$ cat config.mk
export PLATFORM = sky130hd
export DESIGN_NAME = modbus_rtu_response_frame_checker_unit
export DESIGN_NICKNAME = d
export VERILOG_FILES = /design/src/design/mrfc_pkg.sv /design/src/design/modbus_rtu_response_frame_checker_unit.sv /design/src/design/mrfc_in_stage.sv /design/src/design/mrfc_frame_core.sv /design/src/design/mrfc_out_reg.sv
export SDC_FILE = /design/constraint.sdc
export NUM_CORES = 1
export LEC_CHECK = 0
export BUFFER_PORTS_ARGS = -buffer_cell sky130_fd_sc_hd__buf_2
export CAP_MARGIN = 0
export CORE_UTILIZATION = 57
export DETAILED_ROUTE_END_ITERATION = 8
export MAX_ROUTING_LAYER = met4
export PLACE_DENSITY = 0.79
export SLEW_MARGIN = 40
export SYNTH_ARGS = -nofsm -noshare
export SYNTH_HDL_FRONTEND = slang
export SYNTH_SLANG_ARGS = --single-unit
$ cat constraint.sdc
create_clock -name clk -period 7.36 [get_ports clk]
set_input_delay 1.84 -clock clk [delete_from_list [all_inputs] [get_ports clk]]
set_output_delay 1.84 -clock clk [all_outputs]
set_load 0.01 [all_outputs]
$ cat src/design/mrfc_pkg.sv
// Package with shared types, constants and the CRC-16 byte step for the frame checker.
`timescale 1ns / 1ps
package mrfc_pkg;

	// Default frame header geometry.
	localparam int HeaderLenDefault  = 3;
	localparam int CountIndexDefault = 2;

	// CRC-16 constants (reflected polynomial).
	localparam logic [15:0] CrcPoly = 16'hA001;
	localparam logic [15:0] CrcInit = 16'hFFFF;

	// Number of trailing CRC bytes in a frame.
	localparam logic [8:0] CrcBytes = 9'd2;

	// Width of the packed result and of the output tdata.
	localparam int ResultWidth = 42;
	localparam int OutDataWidth = 48;

	// One result, packed so that crc_ok lands in the lowest bit.
	typedef struct packed {
		logic [15:0] computed_crc;
		logic [15:0] received_crc;
		logic [8:0]  frame_length;
		logic        crc_ok;
	} mrfc_result_t;

	// Room indication from the output register to the frame core.
	typedef struct packed {
		logic free;
	} mrfc_out_ctrl_t;

	// Advance the CRC by one byte, eight shift steps unrolled.
	function automatic logic [15:0] crc16_byte(input logic [15:0] crc, input logic [7:0] b);
		logic [15:0] c;
		c = crc ^ {8'h00, b};
		for (int k = 0; k < 8; k++) begin
			if (c[0]) begin
				c = (c >> 1) ^ CrcPoly;
			end else begin
				c = c >> 1;
			end
		end
		return c;
	endfunction

endpackage

$ cat src/design/modbus_rtu_response_frame_checker_unit.sv
// Path: a frame-ending byte is registered in the input stage, and its result is then
// registered in the output register, which makes the result transaction.
// Throughput: one byte per cycle; the CRC byte step is a single combinational stage.
// Only a frame-ending byte can stall, and only while the output register is held.
// Reset (arst_n low, asynchronous) empties both stages and rearms for a new frame
// with the CRC at 0xFFFF; no clearing pass is needed.
`timescale 1ns / 1ps
module modbus_rtu_response_frame_checker_unit #(
	parameter int HEADER_LEN  = mrfc_pkg::HeaderLenDefault,
	parameter int COUNT_INDEX = mrfc_pkg::CountIndexDefault
) (
	input  logic       clk,
	input  logic       arst_n,
	input  logic       s_axis_tvalid,
	output logic       s_axis_tready,
	input  logic [7:0] s_axis_tdata,   // data_byte[7:0]
	output logic       m_axis_tvalid,
	input  logic       m_axis_tready,
	// crc_ok[0], frame_length[9:1], received_crc[25:10], computed_crc[41:26], zeros
	output logic [mrfc_pkg::OutDataWidth-1:0] m_axis_tdata
);
	import mrfc_pkg::*;

	logic           valid_s1;
	logic [7:0]     byte_s1;
	logic           advance;
	logic           load;
	mrfc_result_t   result;
	mrfc_out_ctrl_t out_ctrl;

	// Input register stage.
	mrfc_in_stage u_in_stage (
		.clk           (clk),
		.arst_n        (arst_n),
		.s_axis_tvalid (s_axis_tvalid),
		.s_axis_tready (s_axis_tready),
		.s_axis_tdata  (s_axis_tdata),
		.advance       (advance),
		.valid_s1      (valid_s1),
		.byte_s1       (byte_s1)
	);

	// Frame tracking and CRC.
	mrfc_frame_core #(
		.HEADER_LEN  (HEADER_LEN),
		.COUNT_INDEX (COUNT_INDEX)
	) u_frame_core (
		.clk      (clk),
		.arst_n   (arst_n),
		.valid_s1 (valid_s1),
		.byte_s1  (byte_s1),
		.out_in   (out_ctrl),
		.advance  (advance),
		.load     (load),
		.result   (result)
	);

	// Result register.
	mrfc_out_reg u_out_reg (
		.clk           (clk),
		.arst_n        (arst_n),
		.load          (load),
		.result        (result),
		.out_ctrl      (out_ctrl),
		.m_axis_tvalid (m_axis_tvalid),
		.m_axis_tready (m_axis_tready),
		.m_axis_tdata  (m_axis_tdata)
	);

	// The ok flag agrees with the two CRC fields of a shown result.
	assert property (@(posedge clk) disable iff (!arst_n)
		m_axis_tvalid |-> (m_axis_tdata[0] == (m_axis_tdata[25:10] == m_axis_tdata[41:26])))
	else $error("crc_ok does not match the CRC fields");

	// A shown frame is at least the header plus the two CRC bytes.
	assert property (@(posedge clk) disable iff (!arst_n)
		m_axis_tvalid |-> (m_axis_tdata[9:1] >= 9'(HEADER_LEN + 2)))
	else $error("frame_length below header plus CRC");

	// An empty input stage always accepts.
	assert property (@(posedge clk) disable iff (!arst_n)
		!valid_s1 |-> s_axis_tready)
	else $error("input stage empty but not ready");

	// A result is loaded only when the output register has room.
	assert property (@(posedge clk) disable iff (!arst_n)
		load |-> out_ctrl.free)
	else $error("result loaded into a held output register");

endmodule

$ cat src/design/mrfc_in_stage.sv
// Input register stage that holds one accepted byte until the frame core takes it.
`timescale 1ns / 1ps
module mrfc_in_stage (
	input  logic       clk,
	input  logic       arst_n,
	input  logic       s_axis_tvalid,
	output logic       s_axis_tready,
	input  logic [7:0] s_axis_tdata,   // data_byte[7:0]
	input  logic       advance,
	output logic       valid_s1,
	output logic [7:0] byte_s1
);
	import mrfc_pkg::*;

	// The stage can take a new transaction when empty or when its byte moves on.
	assign s_axis_tready = !valid_s1 || advance;

	// Valid flag of the stage.
	always_ff @(posedge clk or negedge arst_n) begin
		if (!arst_n) begin
			valid_s1 <= 1'b0;
		end else if (s_axis_tready) begin
			valid_s1 <= s_axis_tvalid;
		end
	end

	// Payload register, no reset needed.
	always_ff @(posedge clk) begin
		if (s_axis_tready && s_axis_tvalid) begin
			byte_s1 <= s_axis_tdata;
		end
	end

endmodule

$ cat src/design/mrfc_frame_core.sv
// Frame tracking state, running CRC and result formation for one byte per cycle, unless a frame-ending byte waits.
`timescale 1ns / 1ps
module mrfc_frame_core #(
	parameter int HEADER_LEN  = mrfc_pkg::HeaderLenDefault,
	parameter int COUNT_INDEX = mrfc_pkg::CountIndexDefault
) (
	input  logic                   clk,
	input  logic                   arst_n,
	input  logic                   valid_s1,
	input  logic [7:0]             byte_s1,
	input  mrfc_pkg::mrfc_out_ctrl_t out_in,
	output logic                   advance,
	output logic                   load,
	output mrfc_pkg::mrfc_result_t result
);
	import mrfc_pkg::*;

	// The count byte falls back to the last header byte when placed outside it.
	localparam int CountPosInt = (COUNT_INDEX < HEADER_LEN) ? COUNT_INDEX : HEADER_LEN - 1;
	localparam logic [8:0] CountPos  = 9'(CountPosInt);
	localparam logic [8:0] HeaderLen = 9'(HEADER_LEN);

	logic [8:0]  byte_position_q;
	logic [7:0]  body_count_q;
	logic [15:0] running_crc_q;
	logic [7:0]  crc_low_byte_q;

	logic [7:0]  count_now;
	logic [8:0]  data_len;
	logic        in_body;
	logic        at_crc_low;
	logic        emit;
	logic [15:0] rx_crc;

	// Decode where the current byte sits in the frame.
	always_comb begin
		count_now  = (byte_position_q == CountPos) ? byte_s1 : body_count_q;
		data_len   = HeaderLen + {1'b0, count_now};
		in_body    = byte_position_q < data_len;
		at_crc_low = byte_position_q == data_len;
		emit       = !in_body && !at_crc_low;
		rx_crc     = {byte_s1, crc_low_byte_q};
	end

	// A byte that ends a frame waits for room in the output register.
	assign advance = valid_s1 && (!emit || out_in.free);
	assign load    = advance && emit;

	// Result fields for the frame that ends with this byte.
	always_comb begin
		result.crc_ok       = running_crc_q == rx_crc;
		result.frame_length = data_len + CrcBytes;
		result.received_crc = rx_crc;
		result.computed_crc = running_crc_q;
	end

	// Frame state: position, latched count, running CRC and held low CRC byte.
	always_ff @(posedge clk or negedge arst_n) begin
		if (!arst_n) begin
			byte_position_q <= '0;
			body_count_q    <= '0;
			running_crc_q   <= CrcInit;
			crc_low_byte_q  <= '0;
		end else if (advance) begin
			if (in_body) begin
				body_count_q    <= count_now;
				running_crc_q   <= crc16_byte(running_crc_q, byte_s1);
				byte_position_q <= byte_position_q + 9'd1;
			end else if (at_crc_low) begin
				body_count_q    <= count_now;
				crc_low_byte_q  <= byte_s1;
				byte_position_q <= byte_position_q + 9'd1;
			end else begin
				byte_position_q <= '0;
				body_count_q    <= '0;
				running_crc_q   <= CrcInit;
			end
		end
	end

endmodule

$ cat src/design/mrfc_out_reg.sv
// Output register that holds one result until the downstream side takes it.
`timescale 1ns / 1ps
module mrfc_out_reg (
	input  logic                     clk,
	input  logic                     arst_n,
	input  logic                     load,
	input  mrfc_pkg::mrfc_result_t   result,
	output mrfc_pkg::mrfc_out_ctrl_t out_ctrl,
	output logic                     m_axis_tvalid,
	input  logic                     m_axis_tready,
	// crc_ok[0], frame_length[9:1], received_crc[25:10], computed_crc[41:26], zeros
	output logic [mrfc_pkg::OutDataWidth-1:0] m_axis_tdata
);
	import mrfc_pkg::*;

	mrfc_result_t result_q;

	// The register is free when empty or when its transaction completes now.
	assign out_ctrl.free = !m_axis_tvalid || m_axis_tready;

	// Valid flag.
	always_ff @(posedge clk or negedge arst_n) begin
		if (!arst_n) begin
			m_axis_tvalid <= 1'b0;
		end else if (out_ctrl.free) begin
			m_axis_tvalid <= load;
		end
	end

	// Result payload.
	always_ff @(posedge clk) begin
		if (load) begin
			result_q <= result;
		end
	end

	assign m_axis_tdata = {{(OutDataWidth - ResultWidth){1'b0}}, result_q};

endmodule

== Word level (Yosys, flattened, before mapping) ==
Cells that the tools add are included.
Widths: inputs -> output; s select.

* Bits in writable memories: 0
* Memory bits (read-only): 0
* Output and inout bits: 50
* Bits of input ports: 12
* Memories kept: 0
* Word-level logic and storage cells: 72
* Latch bits: 0
* Register bits: 93

* $add $sub $neg: 3
* Multipliers: 0
* Equality and inequality tests: 4
* Bitwise operators: 10
* $lt $le $gt $ge: 1
* Shifts and indexed selects: 0
* Reduce and logical (&&, ||, !) cells: 14
* Div/mod/pow operators: 0
* Mux-type cells: 29

{| class="wikitable"
|+ Operators by type and width
! operator !! count
|-
| $mux 16 || 24
|-
| $mux 8 || 3
|-
| $not 2->3 || 8
|-
| $mux 9 || 2
|-
| $eq 16x16->1 || 1
|-
| $xor 16x8->16 || 1
|-
| $add 2x8->9 const A || 1
|-
| $add 9x1->9 const B || 1
|-
| $add 9x2->9 const B || 1
|-
| $eq 9x2->1 const B || 1
|-
| $eq 9x9->1 || 1
|-
| $lt 9x9->1 || 1
|-
| $logic_not 1->1 || 5
|-
| $logic_and 1x1->1 || 4
|-
| $logic_or 1x1->1 || 3
|-
| $reduce_and 3->1 || 1
|-
| $ne 2x1->1 const B || 1
|-
| $reduce_and 2->1 || 1
|-
| $not 1->1 || 1
|}

== Longest topological paths before layout ==
* Depth in word-level cells: 37
* Mapped depth: 19
* Depth with buffers taken out: 17

== Modules after synthesis ==
From an unflattened synthesis, not the netlist that was laid out.

* Cell total of the unflattened synthesis: 347
* Area, all modules: 4,714.5 µm²

{| class="wikitable"
|+ Modules (own cells, without submodules)
! module !! area an instance (µm²) !! times used !! seq. area each (µm²) !! cells an instance
|-
| mrfc_frame_core || 3,062.9 || 1 || 1,046.0 || 283
|-
| mrfc_out_reg || 1,357.6 || 1 || 1,286.2 || 52
|-
| mrfc_in_stage || 294.0 || 1 || 265.3 || 12
|}

== Least setup slack after synthesis ==
Ideal clock, no wire load.

* Path kind: reg2reg
* From: register u_frame_core.byte_position_q[0]
* To: register u_out_reg.result_q, in the netlist u_out_reg.m_axis_tdata[0], enable pin
* Stages on the path, launching flop included: 17
* Library setup time: 442 ps
* Slack: 1,459 ps
* Path buffers: 2
* Arrival: 5,460 ps
* Path through: dfrtp_1 inv_1 ha_1 nor4b_4 nand2_4 buf_1 mux2i_1 ha_1 ha_1 nor2b_1 o21a_1 or2_2 a311oi_4 a21oi_1 o22a_1 clkbuf_1 nor2_1

* Cells in the longest elaborated chain, start to end: 10
* Elaborated cells between the ends (all ways): 12
* Classes of those cells: 1 x add/sub; 1 x order compare; 2 x eq/ne; 1 x mux; 7 x reduce/logical

{| class="wikitable"
|+ RTL lines
! item !! line !! text
|-
| from (decl) || mrfc_frame_core.sv:23 || <nowiki>logic [8:0] byte_position_q;</nowiki>
|-
| from (signal assigned) || mrfc_frame_core.sv:68 || <nowiki>byte_position_q <= byte_position_q + 9'd1;</nowiki>
|-
| from (signal assigned) || mrfc_frame_core.sv:72 || <nowiki>byte_position_q <= byte_position_q + 9'd1;</nowiki>
|-
| $eq 9x2->1 || mrfc_frame_core.sv:37 || <nowiki>count_now = (byte_position_q == CountPos) ? byte_s1 : body_count_q;</nowiki>
|-
| $mux 8 || mrfc_frame_core.sv:37 ||
|-
| $add 2x8->9 || mrfc_frame_core.sv:38 || <nowiki>data_len = HeaderLen + {1'b0, count_now};</nowiki>
|-
| $lt 9x9->1 or $eq 9x9->1 (tied branches) || mrfc_frame_core.sv:39, mrfc_frame_core.sv:40 ||
|-
| $logic_not 1->1 || mrfc_frame_core.sv:41 || <nowiki>emit = !in_body && !at_crc_low;</nowiki>
|-
| $logic_and 1x1->1 * || mrfc_frame_core.sv:41 ||
|-
| $logic_not 1->1 || mrfc_frame_core.sv:46 || <nowiki>assign advance = valid_s1 && (!emit || out_in.free);</nowiki>
|-
| $logic_or 1x1->1 || mrfc_frame_core.sv:46 ||
|-
| $logic_and 1x1->1 || mrfc_frame_core.sv:46 ||
|-
| $logic_and 1x1->1 * || mrfc_frame_core.sv:47 || <nowiki>assign load = advance && emit;</nowiki>
|-
| via load || modbus_rtu_response_frame_checker_unit.sv:27 || <nowiki>logic load;</nowiki>
|-
| to (signal assigned) || mrfc_out_reg.sv:33 || <nowiki>result_q <= result;</nowiki>
|-
| to (decl) || mrfc_out_reg.sv:16 || <nowiki>mrfc_result_t result_q;</nowiki>
|}

Mark *: on every way through the listed nets, which the timed path passes. The rest lies on a longest branch.
A chain may end at the register's enable or synchronous reset.

== Worst setup path in the final report ==
* From: register u_frame_core.byte_position_q[0]
* To: output port s_axis_tready

* Cells in the longest elaborated chain, start to end: 10
* Elaborated cells between the ends (all ways): 12
* Classes of those cells: 1 x add/sub; 1 x order compare; 2 x eq/ne; 1 x mux; 7 x reduce/logical

{| class="wikitable"
|+ RTL lines
! item !! line !! text
|-
| $eq 9x2->1 || mrfc_frame_core.sv:37 ||
|-
| $mux 8 || mrfc_frame_core.sv:37 ||
|-
| $add 2x8->9 || mrfc_frame_core.sv:38 ||
|-
| $lt 9x9->1 or $eq 9x9->1 (tied branches) || mrfc_frame_core.sv:39, mrfc_frame_core.sv:40 ||
|-
| $logic_not 1->1 || mrfc_frame_core.sv:41 ||
|-
| $logic_and 1x1->1 * || mrfc_frame_core.sv:41 ||
|-
| $logic_not 1->1 * || mrfc_frame_core.sv:46 ||
|-
| $logic_or 1x1->1 * || mrfc_frame_core.sv:46 ||
|-
| $logic_and 1x1->1 * || mrfc_frame_core.sv:46 ||
|-
| $logic_or 1x1->1 * || mrfc_in_stage.sv:16 || <nowiki>assign s_axis_tready = !valid_s1 || advance;</nowiki>
|-
| to (decl) || modbus_rtu_response_frame_checker_unit.sv:15 || <nowiki>output logic s_axis_tready,</nowiki>
|}

Mark *: on every way between the ends. The rest lies on a longest branch, timed or not.

==> flow_metrics.env <==
export IMPL_cts_setup_buffers=0
export IMPL_p_leak_nw=2.00
export IMPL_hold_path_class="flop to flop"
export IMPL_slew_violations=0
export IMPL_numCtsBuffers=9
export IMPL_finClkSkew_ns=0.0164
export IMPL_dp_cells=483
export IMPL_rr_endpoint="u_in_stage.byte_s1[1]"
export IMPL_status="finished, final reports clean"
export IMPL_hold_buffers=0
export IMPL_num_vias=2910
export IMPL_synthCells=342
export IMPL_layout_cells_non_filler=499
export IMPL_worstSetupStartpointType="flop"
export IMPL_cts_tree="done"
export IMPL_ys_seq_area_frac=0.581
export IMPL_avgSynthCellArea_sq_um=13.1
export IMPL_routedWlPerCell_um=18.6
export IMPL_areaGrowthSynthToFinish_pct=13.1
export IMPL_dp_hpwl_um=6700
export IMPL_clkSinkCount=93
export IMPL_crit_cells=16
export IMPL_nets=418
export IMPL_internal_power_mw=1.56
export IMPL_timing_slew_headroom=0.455
export IMPL_clk_latency_ns=0.37
export IMPL_hold_violations=0
export IMPL_drtIter0Drc=191
export IMPL_rsz0062_at_grt="no"
export IMPL_cap_violations=0
export IMPL_clk_pin_slew_worst_paths_ns=0.10
export IMPL_synth_ff_type="edfxtp_1"
export IMPL_synth_most_common_cell="edfxtp_1"
export IMPL_crit_path_end="s_axis_tready"
export IMPL_start_util=0.604
export IMPL_fin_util=0.683
export IMPL_r2r_slack_ns=2.45
export IMPL_drive_gt1_frac=0.270
export IMPL_die_h_um=90.6
export IMPL_clockBufferDepth=2
export IMPL_yosysUniqueCellTypes=61
export IMPL_switching_share=0.398
export IMPL_place_congestion=0.912
export IMPL_grt_pass1_vias=2917
export IMPL_synth_async_reset_ratio=0.462
export IMPL_via_per_inst=5.83
export IMPL_clockPowerShare=0.148
export IMPL_crit_slowest_cell="dfrtp_1"
export IMPL_final_area_sq_mm=0.00506
export IMPL_reg2regPathDepth=15
export IMPL_synth_seq_cells=93
export IMPL_wl_um=9300
export IMPL_cp_arrival_ns=4.63
export IMPL_critPathRequiredTime_ns=5.52
export IMPL_synth_edff_count=50
export IMPL_grt_usage=0.255
export IMPL_setup_violations=0
export IMPL_dpl_instance_area_sq_mm=0.00484
export IMPL_max_slew_worst_pin_slew_ns=0.814
export IMPL_grt_first_pass_wirelength_um=15400
export IMPL_timing_critical_path_mode_cell="ha_1"
export IMPL_end_kind="output port"
export IMPL_max_freq_ghz=0.155
export IMPL_synth_area_top_cells="edfxtp_1, dfrtp_1, dfstp_2"
export IMPL_antenna_cells=0
export IMPL_cts_max_level=3
export IMPL_r2r_start="u_frame_core.byte_position_q[0]"
export IMPL_rows=31
export IMPL_grt_max_degree=44
export IMPL_drtAntennaViolNets=0
export IMPL_synth_top_cell_area_share=0.336
export IMPL_die_area_sq_mm=0.00821
export IMPL_ir_worst_vdd_uv=255
export IMPL_power_density_mw_per_mm2=512
export IMPL_overflow=0
export IMPL_startpoint="u_frame_core.byte_position_q[0]"
export IMPL_fin_tns_setup_ns=0
export IMPL_core_area_sq_mm=0.00741
export IMPL_synth_common_cells="edfxtp_1, xnor2_1, dfrtp_1"
export IMPL_io_pins=62
export IMPL_cp_max_fo=15
export IMPL_crit_chain="inv_1, ha_1, nor4b_4, nand2_4, mux2i_1, ha_1, nor2_1, xor2_1, ha_1, and4_1, o211a_1, a211oi_1, nor2_2, nor3_1, inv_1, buf_2"
export IMPL_fin_crit_ns=6.47
export IMPL_port_buffers=55
export IMPL_critPathMaxStageDelay_ns=0.44
export IMPL_synth_area_leader_cell="edfxtp_1"
export IMPL_dr_pass1_iters=4
export IMPL_root_buffer="clkbuf_8"
export IMPL_post_cts_resized=0
export IMPL_power_frac_seq=0.394
export IMPL_syn_area_sq_mm=0.00447
export IMPL_path_class="flop to output port"
export IMPL_power_switching_mw=1.03
export IMPL_path_buf_inv=3
export IMPL_period_share=0.879
export IMPL_p_comb_frac=0.458
export IMPL_yosys_warnings=0
export IMPL_antenna_found_initial=0
export IMPL_drc=0
export IMPL_crit_family="simple AND/OR/NAND/NOR gates"
export IMPL_die_w_um=90.6
[flip-flops by register name (all words and copies together) (netlist names)]
register,flops
u_out_reg.m_axis_tvalid,1
u_frame_core.byte_position_q,9
u_frame_core.body_count_q,8
u_frame_core.crc_low_byte_q,8
u_out_reg.m_axis_tdata,42
u_in_stage.byte_s1,8
u_in_stage.valid_s1,1
u_frame_core.running_crc_q,16
[cell usage in the layout (no fill, tap or decap), drive strengths merged, types with 2 or more instances in the layout]
| master | count |
|---|---|
| edfxtp | 50 |
| and3 | 3 |
| mux2i | 7 |
| a22o | 6 |
| xor2 | 8 |
| nor3 | 3 |
| o21ai | 12 |
| nor2 | 9 |
| o22a | 6 |
| or2 | 4 |
| nand2 | 26 |
| nor2b | 2 |
| clkbuf | 10 |
| bufinv | 2 |
| inv | 11 |
| dfrtp | 27 |
| o311ai | 3 |
| or3 | 4 |
| a21oi | 4 |
| ha | 11 |
| xnor2 | 45 |
| nand3 | 16 |
| nand4 | 5 |
| a2bb2oi | 11 |
| nor4 | 3 |
| mux2 | 8 |
| conb | 6 |
| dfstp | 16 |
| o2111ai | 4 |
| buf | 57 |
| o31ai | 2 |
[worst min path at each step]
stage                                               from                         end  slack, ns  depth (start not counted)
after CTS                 u_frame_core.crc_low_byte_q[1]  u_out_reg.m_axis_tdata[11]       0.51                          0
after global routing      u_frame_core.crc_low_byte_q[1]  u_out_reg.m_axis_tdata[11]       0.53                          0
after floorplan                    u_in_stage.byte_s1[2]  u_out_reg.m_axis_tdata[20]       0.42                          0
after global placement    u_frame_core.crc_low_byte_q[7]  u_out_reg.m_axis_tdata[17]       0.49                          0
after detailed placement  u_frame_core.crc_low_byte_q[6]  u_out_reg.m_axis_tdata[16]       0.50                          0
final                     u_frame_core.crc_low_byte_q[1]  u_out_reg.m_axis_tdata[11]       0.51                          0
[routing by layer]
metal	wire, um	vias up	track usage
met2	4550	84	0.396
met1	4150	1462	0.334
met3	432	19	0.0530
met5	0	-	-
met4	171	0	0.0874
li1	-	1345	-
[final cells by class]
cell class / count / area, sq um
clock inverter: 6 / 96.3
clock buffer: 10 / 128
inverter: 9 / 33.8
multi-input combinational: 225 / 1760
sequential: 93 / 2600
fill: 553 / 2350
tap: 99 / 124
timing repair buffer: 57 / 320
[metrics by stage]
stage	hold WS, ns	setup WS [ns]	power (mW)
CTS	0.513	0.944	2.60
global route	0.531	0.550	2.75
finish	0.513	0.893	2.59
detailed placement	0.496	1.37	2.22
floorplan	0.421	1.46	1.83
global placement	0.488	1.50	2.12
[logic make-up (layout without fill, tap and decap cells)]
logic type | after synthesis | after routing | share of synthesized area
other | 1 | 6 | 0.000838
AOI/OAI and AO/OA | 59 | 59 | 0.111
buffers and inverters | 29 | 82 | 0.0316
adders and majority gates | 11 | 11 | 0.0308
DFF | 93 | 93 | 0.581
and+or+nand+nor | 81 | 81 | 0.102
xor gates and xnor gates | 53 | 53 | 0.104
muxes | 15 | 15 | 0.0394
[power by group through the flow]
stage               combinational [mW]  sequential, mW  clock, mW
detailed placement                1.19            1.03          0
floorplan                        0.771            1.06          0
finish                            1.19            1.02      0.382
CTS                               1.20            1.02      0.385
global route                      1.30            1.04      0.406
global placement                  1.09            1.03          0
Power figures use the tool's default switching activity.
